`config.mk`:
```
export PLATFORM = sky130hd
export DESIGN_NAME = pgwd_merge
export DESIGN_NICKNAME = d
export VERILOG_FILES = /design/src/sv/pgwd_pkg.sv /design/src/sv/pgwd_merge.sv
export SDC_FILE = /design/constraint.sdc
export NUM_CORES = 1
export LEC_CHECK = 0
export BUFFER_PORTS_ARGS = -buffer_cell sky130_fd_sc_hd__buf_2
export CORE_MARGIN = 2
export CORE_UTILIZATION = 51
export DETAILED_ROUTE_END_ITERATION = 7
export GPL_TIMING_DRIVEN = 0
export PLACE_DENSITY = 0.72
export SYNTH_ARGS = -nofsm -noshare
export SYNTH_HDL_FRONTEND = slang
export SYNTH_SLANG_ARGS = --single-unit
```
`constraint.sdc`:
```
create_clock -name clk -period 14.2 [get_ports clk]
set_clock_uncertainty 0.05 [all_clocks]
set_input_delay 2.84 -clock clk [delete_from_list [all_inputs] [get_ports clk]]
set_output_delay 2.84 -clock clk [all_outputs]
set_load 0.02 [all_outputs]
```
`src/sv/pgwd_pkg.sv`:
```
// ----------------------------------------------------------------------------
// Packed genotype weighted dot product: shared definitions
// Widths, genotype codes and control types used by the lanes, the merge stage
// and the top level.
// ----------------------------------------------------------------------------
package pgwd_pkg;

  localparam int LANES   = 4;
  localparam int GENO_W  = 8;
  localparam int VEC_W   = 32;
  localparam int WGT_W   = 24;
  localparam int FREQ_W  = 17;
  localparam int CNT_W   = 3;
  localparam int COEF_W  = WGT_W + 1;
  localparam int PROD_W  = VEC_W + COEF_W + 1;
  localparam int LSUM_W  = PROD_W + 2;
  localparam int ACC_W   = 64;

  localparam logic signed [ACC_W-1:0] ACC_MAX = {1'b0, {(ACC_W-1){1'b1}}};
  localparam logic signed [ACC_W-1:0] ACC_MIN = {1'b1, {(ACC_W-1){1'b0}}};

  typedef enum logic [1:0] {
    GENO_ZERO    = 2'd0,
    GENO_ONE     = 2'd1,
    GENO_TWO     = 2'd2,
    GENO_MISSING = 2'd3
  } geno_code_t;

  typedef logic signed [PROD_W-1:0] lane_prod_t;

  typedef struct packed {
    logic valid;
    logic last;
  } stage_ctrl_t;

endpackage

```
`src/sv/pgwd_merge.sv`:
```
// ----------------------------------------------------------------------------
// Packed genotype weighted dot product: merge and accumulate
// Adds the four lane products, then adds that sum into the saturating
// accumulator and emits the result on the last transaction of a row.
// ----------------------------------------------------------------------------
module pgwd_merge (
  input  logic                               clk,
  input  logic                               rst_n,
  input  pgwd_pkg::stage_ctrl_t              s1_ctrl,
  input  pgwd_pkg::lane_prod_t               lane_prod [pgwd_pkg::LANES],
  output logic                               s2_load,
  output logic                               out_valid,
  input  logic                               out_stall,
  output logic signed [pgwd_pkg::ACC_W-1:0]  out_weighted_sum,
  output logic                               out_saturated
);
  import pgwd_pkg::*;

  logic                     s2_v_r;
  logic                     s2_last_r;
  logic signed [LSUM_W-1:0] s2_sum_r;
  logic signed [LSUM_W-1:0] lane_sum;
  logic signed [ACC_W-1:0]  acc_r;
  logic                     clip_r;
  logic signed [ACC_W:0]    acc_wide;
  logic signed [ACC_W-1:0]  acc_sat;
  logic                     add_clip;
  logic                     out_valid_r;
  logic signed [ACC_W-1:0]  out_sum_r;
  logic                     out_sat_r;
  logic                     out_free;
  logic                     acc_fire;

  always_comb begin
    lane_sum = '0;
    for (int k = 0; k < LANES; k++) begin
      lane_sum = lane_sum + LSUM_W'(lane_prod[k]);
    end
  end

  always_comb begin
    acc_wide = $signed({acc_r[ACC_W-1], acc_r}) + (ACC_W+1)'(s2_sum_r);
    add_clip = acc_wide[ACC_W] != acc_wide[ACC_W-1];
    if (add_clip) begin
      acc_sat = acc_wide[ACC_W] ? ACC_MIN : ACC_MAX;
    end else begin
      acc_sat = acc_wide[ACC_W-1:0];
    end
  end

  assign out_free = !out_valid_r || !out_stall;
  assign acc_fire = s2_v_r && (!s2_last_r || out_free);
  assign s2_load  = !s2_v_r || acc_fire;

  always_ff @(posedge clk) begin
    if (!rst_n) begin
      s2_v_r      <= 1'b0;
      out_valid_r <= 1'b0;
      acc_r       <= '0;
      clip_r      <= 1'b0;
    end else begin
      if (out_valid_r && !out_stall) begin
        out_valid_r <= 1'b0;
      end
      if (acc_fire) begin
        if (s2_last_r) begin
          out_valid_r <= 1'b1;
          out_sum_r   <= acc_sat;
          out_sat_r   <= clip_r || add_clip;
          acc_r       <= '0;
          clip_r      <= 1'b0;
        end else begin
          acc_r  <= acc_sat;
          clip_r <= clip_r || add_clip;
        end
      end
      if (s2_load) begin
        s2_v_r <= s1_ctrl.valid;
        if (s1_ctrl.valid) begin
          s2_sum_r  <= lane_sum;
          s2_last_r <= s1_ctrl.last;
        end
      end
    end
  end

  assign out_valid        = out_valid_r;
  assign out_weighted_sum = out_sum_r;
  assign out_saturated    = out_sat_r;

  a_emit_clears: assert property (@(posedge clk) disable iff (!rst_n)
    acc_fire && s2_last_r |=> acc_r == '0 && !clip_r)
    else $error("accumulator not cleared after emission");

  a_last_holds: assert property (@(posedge clk) disable iff (!rst_n)
    s2_v_r && s2_last_r && !out_free |=> s2_v_r && s2_last_r && $stable(s2_sum_r))
    else $error("blocked final lane sum was lost");

  a_out_source: assert property (@(posedge clk) disable iff (!rst_n)
    $rose(out_valid_r) |-> $past(s2_v_r && s2_last_r))
    else $error("result raised without a final transaction");

endmodule

```
# [After elaboration in Yosys (flattened, before gate mapping)]
# Cells that the tools add are included.
[classes] addsub=4 n_eq_ne=1 n_mux=7 n_reduce_logical=12
[ops] op="64-bit 2-to-1 mux" count=3
[ops] op="64-bit by 60-bit adder with 65-bit output" count=1
[ops] op="59-bit by 58-bit adder with 60-bit output" count=1
[ops] op="60-bit by 58-bit adder with 60-bit output" count=1
[ops] op="58-bit by 58-bit adder with 59-bit output" count=1
[ops] op="3-bit AND reduction" count=2
[ops] op="1-bit logical NOT" count=4
[ops] op="1-bit logical OR" count=4
[ops] op="1-bit 2-to-1 mux" count=4
[ops] op="1-bit logical AND" count=2
[ops] op="1-bit inequality test" count=1
[word_totals] ff_bits=193 input_bits=237 out_inout_bits=67

# [Depth between registers and ports, before layout]
# Gate-level depths: netlist of run 1.
[logic_depth] ltp_word=6 ltp_mapped=16 depth_no_buf=15

# [Worst setup path before layout of run 1]
# OpenSTA, ideal clock, no wires.
[synth_path] path_kind="input to register" startpoint="input out_stall" endpoint="register out_sat_r (netlist: out_saturated) (enable)" setup_time_ps=568 arrival_ps=7453 required_ps=13582 setup_slack_ps=6128 cell_stages=3 n_path_buf=0 path_cell_list="nand3_1 > nand2_1 > nor3_1"
[synth_between] elab_chain_len=5
[synth_lines] item="start: declaration" line="pgwd_merge.sv:13" text="input logic out_stall,"
[synth_lines] item="1-bit logical NOT" line="pgwd_merge.sv:51" text="assign out_free = !out_valid_r || !out_stall;"
[synth_lines] item="1-bit logical OR" line="pgwd_merge.sv:51"
[synth_lines] item="1-bit logical OR" line="pgwd_merge.sv:52" text="assign acc_fire = s2_v_r && (!s2_last_r || out_free);"
[synth_lines] item="1-bit logical AND" line="pgwd_merge.sv:52"
[synth_lines] item="3-bit AND reduction (no source line)"
[synth_lines] item="end signal: assignment" line="pgwd_merge.sv:69" text="out_sat_r <= clip_r || add_clip;"
[synth_lines] item="end: declaration" line="pgwd_merge.sv:30" text="logic out_sat_r;"
# Every way passes these cells.
# A chain may end at the register's enable or synchronous reset.

# [Worst setup path after layout of run 1]
[layout_path] startpoint="input lane_prod[3] (netlist name)" endpoint="register s2_sum_r[54] (data pin)"
[layout_between] elab_chain_len=1
[layout_lines] item="start: declaration" line="pgwd_merge.sv:10" text="input pgwd_pkg::lane_prod_t lane_prod [pgwd_pkg::LANES],"
[layout_lines] item="60-bit by 58-bit adder with 60-bit output" line="pgwd_merge.sv:37" text="lane_sum = lane_sum + LSUM_W'(lane_prod[k]);"
[layout_lines] item="via lane_sum[54]" line="pgwd_merge.sv:22" text="logic signed [LSUM_W-1:0] lane_sum;"
[layout_lines] item="end signal: assignment" line="pgwd_merge.sv:80" text="s2_sum_r <= lane_sum;"
[layout_lines] item="end: declaration" line="pgwd_merge.sv:21" text="logic signed [LSUM_W-1:0] s2_sum_r;"
# The timed path passes the listed nets, and every way through them passes these cells.

==> results of run 1 <==
[final timing paths]
check,slack [ns],end,cells after the start,start
hold reg to reg,0.43,acc_r[53]$_SDFFE_PN0P_,2,acc_r[53]$_SDFFE_PN0P_
setup / recovery,7.08,s2_sum_r[54]$_DFFE_PP_,16,lane_prod[3]
hold / removal,0.43,acc_r[53]$_SDFFE_PN0P_,2,acc_r[53]$_SDFFE_PN0P_
setup reg to reg,9.78,out_weighted_sum[51]$_DFFE_PP_,11,s2_sum_r[1]$_DFFE_PP_
[layer usage]
| metal | track usage | up-vias | routed length (um) |
|---|---|---|---|
| li1 | - | 7430 | - |
| met1 | 0.354 | 7069 | 21200 |
| met2 | 0.386 | 448 | 19100 |
| met3 | 0.0208 | 44 | 2220 |
| met4 | 0.0498 | 0 | 552 |
| met5 | 0 | - | 0 |
[worst min-delay path, delay by kind of cell (launching register included)]
| family | cells | cell delay, ns |
|---|---|---|
| compound gates | 1 | 0.05 |
| flops | 1 | 0.34 |
| simple gates | 1 | 0.06 |
[area by class of cell]
cell class	count	area share
inverters	364	0.0668
flip-flops and latches	193	0.251
multi-input cells	1347	0.529
repair buffers	309	0.0779
well taps	455	0.0278
plain buffers	72	0.0179
clock inverters	14	0.00912
clock buffers	18	0.0210
[logic make-up after synthesis]
group                    synth area share
AO/OA/AOI/OAI                       0.217
buffers and inverters              0.0981
AND/OR/NAND/NOR                     0.117
adder cells (fa/ha/maj)             0.221
flip-flops                          0.290
XOR/XNOR                           0.0560
multiplexers                      0.00142
[Yosys cell counts, drive strengths merged (23+ instances only)]
cell,n
a21o,44
a21oi,150
buf,24
clkbuf,48
dfxtp,67
edfxtp,126
fa,118
ha,123
inv,364
nand2,174
nand2b,23
nand3,26
nand4,29
nor2,86
nor3,30
o211ai,80
o21ai,146
o21bai,26
xnor2,69
xor2,44
[cell usage in the layout, fill, tap and decap left out, drive strengths merged, types with 66 or more instances in the layout]
cell and instances:
a21oi 150, o211ai 80, nor2 86, o21ai 146
clkbuf 66, nand2 174, dfxtp 67, fa 118
ha 123, xnor2 69, edfxtp 126, buf 333
inv 369
[state kept, by name, summed over array words and instances (netlist names)]
name              count
clip_r                1
out_saturated         1
out_valid             1
s2_v_r                1
s2_last_r             1
s2_sum_r             60
acc_r                64
out_weighted_sum     64
[stage by stage]
step / hold slack [ns] / power [uW] / setup slack, ns
after floorplan: 0.389 / 1870 / 6.13
after global placement: 0.403 / 2220 / 4.54
after detailed placement: 0.404 / 2240 / 6.70
after CTS: 0.433 / 2740 / 7.15
after global routing: 0.452 / 2960 / 6.80
final: 0.434 / 2750 / 7.08
[report_power, final]
part	switching [uW]	leakage, uW	internal, uW
Clock	247	0.000297	240
Sequential	41.3	0.00171	750
Combinational	910	0.00785	559
==> results.sh, run 1 <==
export IMPL_run_status="finished clean"
export IMPL_die_area_mm2=0.0361
export IMPL_mappedNetlistArea_mm2=0.0177
export IMPL_powerDensity_mw_per_mm2=134
export IMPL_critical_path_top_delay_family="compound AO/OA/AOI/OAI gates"
export IMPL_route_vias_total=15000
export IMPL_cts_root_to_sink_buffers=2
export IMPL_syn_to_final_growth_pct=15.8
export IMPL_totalNegativeSetupSlack_ns=0
export IMPL_antenna_diode_count=0
export IMPL_syn_instance_count=1976
export IMPL_drt_pass1_iter_count=5
export IMPL_post_route_cell_area_mm2=0.0204
export IMPL_gp_routability_congestion=0.914
export IMPL_area_used_by_multi_input_combinational_logic_mm2=0.0108
export IMPL_postLayoutCoreUtil=0.596
export IMPL_max_stage_delay_ns=0.57
export IMPL_clkSinkCount=193
export IMPL_synth_cell_types=81
export IMPL_final_net_count=2782
export IMPL_first_iter_violations=1100
export IMPL_gr_total_overflow=0
export IMPL_ctsHtreeMaxLevel=4
export IMPL_timing_final_crit_period_ns=7.12
export IMPL_design_portCount=304
export IMPL_worst_setup_path_start_kind="input pin"
export IMPL_yosysWarnings=0
export IMPL_std_cell_rows=68
export IMPL_hpwl_after_dpl_mm=35.8
export IMPL_min_delay_path_class="reg -> reg"
export IMPL_fraction_of_final_layout_cells_with_drive_strength_greater_than_1=0.190
export IMPL_critical_path_slowest_cell="o21ai_0"
export IMPL_post_route_period_util=0.501
export IMPL_setup_worst_path_end_class="flip-flop"
export IMPL_crit_arrival_ns=7.25
export IMPL_worstPathBufferInverterCount=4
export IMPL_remaining_drc_errors=0
export IMPL_ys_dominant_reg_cell="edfxtp_1"
export IMPL_tritoncts="done"
export IMPL_synthArstFlopShare=0
export IMPL_edff_count_synth=126
export IMPL_floorplan_initialDensity=0.515
export IMPL_synthesis_area_per_instance_um2=8.94
export IMPL_core_region_area_mm2=0.0343
export IMPL_finalNonFillerCells=2772
export IMPL_synth_top_area_share=0.214
export IMPL_ant_nets=0
export IMPL_crit_chain="buf_2 > inv_1 > fa_1 > inv_1 > fa_1 > ha_1 > inv_1 > nor3_1 > nor3b_1 > o21ai_0 > a31oi_1 > o211ai_1 > nand2_1 > o21ai_0 > a21boi_0 > xnor2_1"
export IMPL_peakVddDrop_mv=0.0826
export IMPL_maximum_number_of_pins_on_one_net_before_global_route_repair=46
export IMPL_placedInstanceArea_mm2=0.0198
export IMPL_synth_area_leader_cell="edfxtp_1"
export IMPL_ff_latch_area_mm2=0.00512
export IMPL_hold_vio_cnt_final=0
export IMPL_postRouteWirelength_mm=43.0
export IMPL_post_drt_wl_per_cell_um=15.5
export IMPL_clock_fmax_ghz=0.141
export IMPL_total_leakage_power_uw=0.00986
export IMPL_yosysSeqAreaShare=0.290
export IMPL_grt_pass1_vias=14500
export IMPL_number_of_buffers_inserted_during_clock_tree_synthesis=17
export IMPL_hold_buffers=0
export IMPL_synth_area_top_cells="edfxtp_1 21%, fa_1 13%, ha_1 8.7%"
export IMPL_post_cts_resize_count=0
export IMPL_timing_setup_critical_path_class="in -> reg"
export IMPL_port_buffers=303
export IMPL_cts_post_setup_buffers_inserted=0
export IMPL_worst_slew_margin_rel=0.285
export IMPL_initial_antenna_violation_count=0
export IMPL_setup_repair_after_global_routing_missed_its_margin="false"
export IMPL_critical_path_required_ns=14.33
export IMPL_cts_root_buffer="clkbuf_16"
export IMPL_clock_pin_slew_on_the_worst_setup_and_hold_paths_ns=0.08
export IMPL_post_place_cells=2740
export IMPL_crit_path_max_fanout=5
export IMPL_finalSetupViolCount=0
export IMPL_worst_slew_pin_transition_ns=1.07
export IMPL_fillCellCount=3093
export IMPL_mappedNetlistNets=2454
export IMPL_clock_latency_of_the_later_clocked_register_in_the_worst_skew_pair_ns=0.45
export IMPL_global_route_usage_total=0.240
export IMPL_critical_path_most_common_cell="inv_1"
export IMPL_slew_violations=0
export IMPL_drv_max_cap_violation_count=0
export IMPL_avgViaCountPerCell=5.41
export IMPL_chipWidth_um=190
export IMPL_grt_pass1_wl_mm=70.3
export IMPL_floorplan_die_height_um=190
export IMPL_postSynthRegisterBits=193
Power figures use the tool's default switching activity.
==> run 2, diff against run 1 <==
--- a/config.mk
+++ b/config.mk
@@ -10,7 +10,7 @@
 export CORE_UTILIZATION = 51
 export DETAILED_ROUTE_END_ITERATION = 7
 export GPL_TIMING_DRIVEN = 0
-export PLACE_DENSITY = 0.72
+export PLACE_DENSITY = 0.74
 export SYNTH_ARGS = -nofsm -noshare
 export SYNTH_HDL_FRONTEND = slang
 export SYNTH_SLANG_ARGS = --single-unit
==> constraint.sdc (replaced) <==
create_clock -name clk -period 6.08 [get_ports clk]
set_clock_uncertainty 0.05 [all_clocks]
set_input_delay 1.216 -clock clk [delete_from_list [all_inputs] [get_ports clk]]
set_output_delay 1.216 -clock clk [all_outputs]
set_load 0.02 [all_outputs]
==> run 2 against run 1 <==
First-iteration DRC count decreased by 6.4%. Setup slack got worse by 6.6 ns. Combinational power grew 130%. Cell count is essentially flat. Global-route usage grew 0.36 points. Critical path depth unchanged. Highest routed layer unchanged. Sequential share of layout area about the same. Flip-flop and latch count unchanged. Critical endpoint unchanged. Clock power is 130% higher. Hold slack got worse by 0.0017 ns.
==> results.sh, run 2 (synthesis gave the netlist of run 1 again) <==
export IMPL_clock_latency_of_the_later_clocked_register_in_the_worst_skew_pair_ns=0.44
export IMPL_worst_slew_margin_rel=0.237
export IMPL_remaining_drc_errors=0
export IMPL_gp_routability_congestion=0.916
export IMPL_clock_pin_slew_on_the_worst_setup_and_hold_paths_ns=0.08
export IMPL_syn_to_final_growth_pct=15.8
export IMPL_leading_cell_types_in_the_layout_fill_and_taps_excluded="364 x inv_1, 318 x buf_2, 174 x nand2_1"
export IMPL_design_portCount=304
export IMPL_clkSinkCount=193
export IMPL_timing_setup_critical_path_class="in -> reg"
export IMPL_min_delay_path_class="reg -> reg"
export IMPL_cts_root_buffer="clkbuf_16"
export IMPL_gr_total_overflow=0
export IMPL_route_vias_total=15000
export IMPL_run_status="finished clean"
export IMPL_setup_worst_path_end_class="flip-flop"
export IMPL_drv_max_cap_violation_count=0
export IMPL_antenna_diode_count=0
export IMPL_post_place_cells=2738
export IMPL_die_area_mm2=0.0361
export IMPL_powerDensity_mw_per_mm2=313
export IMPL_worst_setup_path_start_kind="input pin"
export IMPL_ant_nets=0
export IMPL_totalNegativeSetupSlack_ns=0
export IMPL_hold_buffers=0
export IMPL_routed_wl_met2_mm=19.8
export IMPL_peakVddDrop_mv=0.196
export IMPL_fillCellCount=3095
export IMPL_std_cell_rows=68
export IMPL_worst_slew_pin_transition_ns=1.14
export IMPL_total_leakage_power_uw=0.00985
export IMPL_initial_antenna_violation_count=0
export IMPL_grt_pass1_vias=14500
export IMPL_hpwl_after_dpl_mm=36.3
export IMPL_timing_rr_start="s2_sum_r[1]$_DFFE_PP_"
export IMPL_slew_violations=0
export IMPL_port_buffers=303
export IMPL_cts_post_setup_buffers_inserted=0
export IMPL_max_stage_delay_ns=0.58
export IMPL_critical_path_slowest_cell="o21ai_0"
export IMPL_number_of_buffers_inserted_during_clock_tree_synthesis=17
export IMPL_post_route_worst_setup_slack_ns=0.480
export IMPL_cts_root_to_sink_buffers=2
export IMPL_hold_path_startpoint="acc_r[61]$_SDFFE_PN0P_"
export IMPL_post_drt_wl_per_cell_um=15.8
export IMPL_grt_pass1_wl_mm=71.2
export IMPL_tritoncts="done"
export IMPL_finalSetupViolCount=0
export IMPL_totalPowerFinal_uw=6400
export IMPL_postRouteWirelength_mm=43.8
export IMPL_ctsHtreeMaxLevel=4
export IMPL_post_cts_resize_count=0
export IMPL_routedLengthMet1_mm=21.1
export IMPL_first_iter_violations=1030
export IMPL_most_common_cell_after_layout_fill_and_taps_aside="inv_1"
export IMPL_chipWidth_um=190
export IMPL_timing_final_crit_period_ns=5.60
export IMPL_clock_fmax_ghz=0.179
export IMPL_final_net_count=2780
export IMPL_maximum_number_of_pins_on_one_net_before_global_route_repair=46
export IMPL_drt_pass1_iter_count=5
export IMPL_hold_vio_cnt_final=0
export IMPL_floorplan_initialDensity=0.515
export IMPL_post_route_period_util=0.921
export IMPL_crit_arrival_ns=5.72
export IMPL_setup_repair_after_global_routing_missed_its_margin="false"
export IMPL_avgViaCountPerCell=5.41
export IMPL_critical_path_required_ns=6.20
export IMPL_global_route_usage_total=0.244
export IMPL_fraction_of_final_layout_cells_with_drive_strength_greater_than_1=0.189
export IMPL_worst_setup_path_startpoint="lane_prod[5]"
export IMPL_finalNonFillerCells=2770
export IMPL_pre_cts_worst_setup_slack_ns=0.226
export IMPL_core_region_area_mm2=0.0343
export IMPL_crit_chain="buf_2 > inv_1 > fa_1 > inv_1 > fa_1 > ha_1 > nand2_1 > nor3_1 > nor3b_1 > o21ai_0 > a31oi_1 > o211ai_1 > nand2_1 > o21ai_0 > a21boi_0 > xnor2_1"
export IMPL_crit_path_max_fanout=5
export IMPL_floorplan_die_height_um=190
export IMPL_met3_layer_wire_length_in_the_routed_design_mm=2.40
export IMPL_top_signal_layer_used="met4"
==> run 2: layout make-up <==
class	count	area (um^2)	area share
Multi-Input combinational cell	1347	10800	0.529
Sequential cell	193	5120	0.251
Timing Repair Buffer	307	1620	0.0792
Inverter	364	1370	0.0668
Tap cell	455	569	0.0278
Clock buffer	20	447	0.0218
Buffer	72	365	0.0179
Clock inverter	12	144	0.00704
==> run 2: worst max-delay path: cells and delay by family <==
kind	cells	cell delay, ns
XOR/XNOR	1	0.19
adder cells (fa/ha/maj)	3	1.34
buffers and inverters	3	0.16
AO/OA/AOI/OAI	5	2.12
AND/OR/NAND/NOR	4	0.69
==> run 2: final timing paths <==
| kind | to | slack (ns) | depth (start not counted) |
|---|---|---|---|
| min reg2reg | acc_r[61]$_SDFFE_PN0P_ | 0.43 | 2 |
| max reg2reg | out_weighted_sum[54]$_DFFE_PP_ | 1.78 | 11 |
| min | acc_r[61]$_SDFFE_PN0P_ | 0.43 | 2 |
| max | s2_sum_r[54]$_DFFE_PP_ | 0.48 | 16 |
==> run 2: where the power goes <==
group          switching (uW)  leakage [uW]  internal (uW)  total [uW]
registers                97.6       0.00171           1750        1850
clock network             546      0.000284            563        1110
logic                    2130       0.00786           1310        3440
total                    2780       0.00985           3620        6400
==> run 2: metal layers <==
metal | vias up | track usage
li1 | 7411 | -
met1 | 7092 | 0.359
met2 | 456 | 0.392
met3 | 37 | 0.0255
met4 | 0 | 0.0441
met5 | - | 0
==> run 2: per-stage QoR <==
stage,hold WS (ns),cell area (um^2),utilization
2_1_floorplan,0.389,17700,-
3_3_place_gp,0.404,19700,0.576
3_5_place_dp,0.404,19900,0.579
4_1_cts,0.433,20400,0.596
5_1_grt,0.455,20400,0.596
6_report,0.432,20400,0.596
==> run 3, diff against run 2 <==
--- a/config.mk
+++ b/config.mk
@@ -9,8 +9,9 @@
 export CORE_MARGIN = 2
 export CORE_UTILIZATION = 51
 export DETAILED_ROUTE_END_ITERATION = 7
+export GPL_ROUTABILITY_DRIVEN = 0
 export GPL_TIMING_DRIVEN = 0
-export PLACE_DENSITY = 0.74
+export PLACE_DENSITY = 0.72
 export SYNTH_ARGS = -nofsm -noshare
 export SYNTH_HDL_FRONTEND = slang
 export SYNTH_SLANG_ARGS = --single-unit
==> constraint.sdc (replaced) <==
create_clock -name clk -period 5.74 [get_ports clk]
set_clock_uncertainty 0.05 [all_clocks]
set_input_delay 1.148 -clock clk [delete_from_list [all_inputs] [get_ports clk]]
set_output_delay 1.148 -clock clk [all_outputs]
set_load 0.02 [all_outputs]
==> run 3 against run 2 <==
Cell count unchanged. Combinational power increased by 6%. Clock power increased by 7%.
==> results.sh, run 3 (synthesis gave the netlist of run 1 again) <==
export IMPL_power_internal_uw=3830
export IMPL_postLayoutCoreUtil=0.596
export IMPL_finalSetupViolCount=0
export IMPL_remaining_drc_errors=0
export IMPL_hpwl_after_dpl_mm=34.9
export IMPL_switching_power_uw=2940
export IMPL_crit_chain="buf_2 > inv_1 > fa_1 > fa_1 > inv_1 > ha_1 > nand2_1 > nor3_1 > nor3b_1 > o21ai_0 > a31oi_1 > o211ai_1 > nand2_1 > o21ai_0 > a21boi_0 > xnor2_1"
export IMPL_worst_setup_path_startpoint="lane_prod[4]"
export IMPL_leading_cell_types_in_the_layout_fill_and_taps_excluded="364 x inv_1, 318 x buf_2, 174 x nand2_1"
export IMPL_clkSinkCount=193
export IMPL_grt_pass1_vias=14500
export IMPL_final_net_count=2780
export IMPL_first_iter_violations=1165
export IMPL_timing_final_crit_period_ns=5.35
export IMPL_die_area_mm2=0.0361
export IMPL_clock_fmax_ghz=0.187
export IMPL_avgViaCountPerCell=5.40
export IMPL_floorplan_initialDensity=0.515
export IMPL_ant_nets=0
export IMPL_peakVddDrop_mv=0.223
export IMPL_postRouteWirelength_mm=42.2
export IMPL_route_vias_total=14900
export IMPL_critical_path_required_ns=5.88
export IMPL_timing_setup_critical_path_class="in -> reg"
export IMPL_critical_path_slowest_cell="o21ai_0"
export IMPL_clock_latency_of_the_later_clocked_register_in_the_worst_skew_pair_ns=0.45
export IMPL_drv_max_cap_violation_count=0
export IMPL_worst_slew_pin_transition_ns=0.969
export IMPL_syn_to_final_growth_pct=15.8
export IMPL_setup_worst_path_end_class="flip-flop"
export IMPL_drt_pass1_iter_count=6
export IMPL_min_delay_path_class="reg -> reg"
export IMPL_total_leakage_power_uw=0.00984
export IMPL_run_status="finished clean"
export IMPL_netSwitchingFraction=0.435
export IMPL_fraction_of_final_layout_cells_with_drive_strength_greater_than_1=0.190
export IMPL_hold_vio_cnt_final=0
export IMPL_initial_antenna_violation_count=0
export IMPL_worst_slew_margin_rel=0.354
export IMPL_tritoncts="done"
export IMPL_chipWidth_um=190
export IMPL_powerDensity_mw_per_mm2=331
export IMPL_post_route_worst_setup_slack_ns=0.394
export IMPL_crit_arrival_ns=5.48
export IMPL_totalNegativeSetupSlack_ns=0
export IMPL_hold_buffers=0
export IMPL_crit_path_max_fanout=5
export IMPL_cts_root_buffer="clkbuf_16"
export IMPL_most_common_cell_after_layout_fill_and_taps_aside="inv_1"
export IMPL_floorplan_die_height_um=190
export IMPL_cts_post_setup_buffers_inserted=0
export IMPL_pre_cts_worst_setup_slack_ns=0.0379
export IMPL_hold_path_startpoint="acc_r[58]$_SDFFE_PN0P_"
export IMPL_post_cts_resize_count=0
export IMPL_port_buffers=303
export IMPL_number_of_buffers_inserted_during_clock_tree_synthesis=17
export IMPL_clock_power_share=0.175
export IMPL_clock_pin_slew_on_the_worst_setup_and_hold_paths_ns=0.07
export IMPL_combinational_cell_fraction_of_total_power=0.536
export IMPL_post_drt_wl_per_cell_um=15.2
export IMPL_post_route_period_util=0.931
export IMPL_slew_violations=0
export IMPL_global_route_usage_total=0.234
export IMPL_setup_repair_after_global_routing_missed_its_margin="false"
export IMPL_timing_rr_start="s2_sum_r[1]$_DFFE_PP_"
export IMPL_ctsHtreeMaxLevel=4
export IMPL_worstPathBufferInverterCount=3
export IMPL_std_cell_rows=68
export IMPL_gr_total_overflow=0
export IMPL_max_stage_delay_ns=0.58
export IMPL_core_region_area_mm2=0.0343
export IMPL_antenna_diode_count=0
export IMPL_worst_setup_path_start_kind="input pin"
export IMPL_grt_pass1_wl_mm=68.9
export IMPL_critical_path_top_delay_family="compound AO/OA/AOI/OAI gates"
export IMPL_part_of_the_total_power_dissipated_in_sequential_elements=0.289
export IMPL_design_portCount=304
export IMPL_cts_root_to_sink_buffers=2
export IMPL_maximum_number_of_pins_on_one_net_before_global_route_repair=46
==> run 3: routing by layer <==
layer | track usage | up-vias | wire length (um)
li1 | - | 7419 | -
met1 | 0.329 | 6955 | 19900
met2 | 0.383 | 515 | 18800
met3 | 0.0275 | 60 | 2720
met4 | 0.0635 | 0 | 776
met5 | 0 | - | 0
==> run 3: worst reg2reg max path: stages, from the launching register on <==
cell and delay (ns):
edfxtp_1 0.48, ha_1 0.36, a211oi_2 0.27, o211ai_1 0.20, a311oi_1 0.54, nor3_2 0.16, o211ai_2 0.28, o21ba_2 0.23
o31ai_4 0.11, xnor2_1 0.78, clkbuf_1 0.38, o21ai_0 0.17
==> run 3: final timing paths <==
check | endpoint | slack [ns] | cells after the start
setup reg to reg | out_weighted_sum[51]$_DFFE_PP_ | 1.47 | 11
hold reg to reg | acc_r[58]$_SDFFE_PN0P_ | 0.43 | 2
hold / removal | acc_r[58]$_SDFFE_PN0P_ | 0.43 | 2
setup / recovery | s2_sum_r[54]$_DFFE_PP_ | 0.39 | 16
==> run 3: cell type report <==
cell class	count	area (um^2)
clock inverter	15	186
fill	3032	13800
clock buffer	17	425
inverter	364	1370
buffer	72	365
timing repair buffer	307	1590
multi-input combinational	1347	10800
sequential	193	5120
tap	455	569
==> run 3: stage by stage <==
step / cells / hold WS [ns] / cell area (um^2) / power, uW
after floorplan: 1976 / 0.389 / 17700 / 4630
after global placement: 2734 / 0.404 / 19700 / 5480
after detailed placement: 2738 / 0.403 / 19800 / 5550
after CTS: 2770 / 0.426 / 20400 / 6760
after global routing: 2770 / 0.447 / 20400 / 7300
final: 2770 / 0.426 / 20400 / 6770
==> run 3: power groups by stage <==
| stage | combinational, uW | sequential [uW] | clock (uW) |
|---|---|---|---|
| 2_1_floorplan | 2660 | 1960 | 0 |
| 3_3_place_gp | 3500 | 1980 | 0 |
| 3_5_place_dp | 3560 | 1990 | 0 |
| 4_1_cts | 3590 | 1960 | 1210 |
| 5_1_grt | 4080 | 1970 | 1250 |
| 6_report | 3630 | 1960 | 1190 |
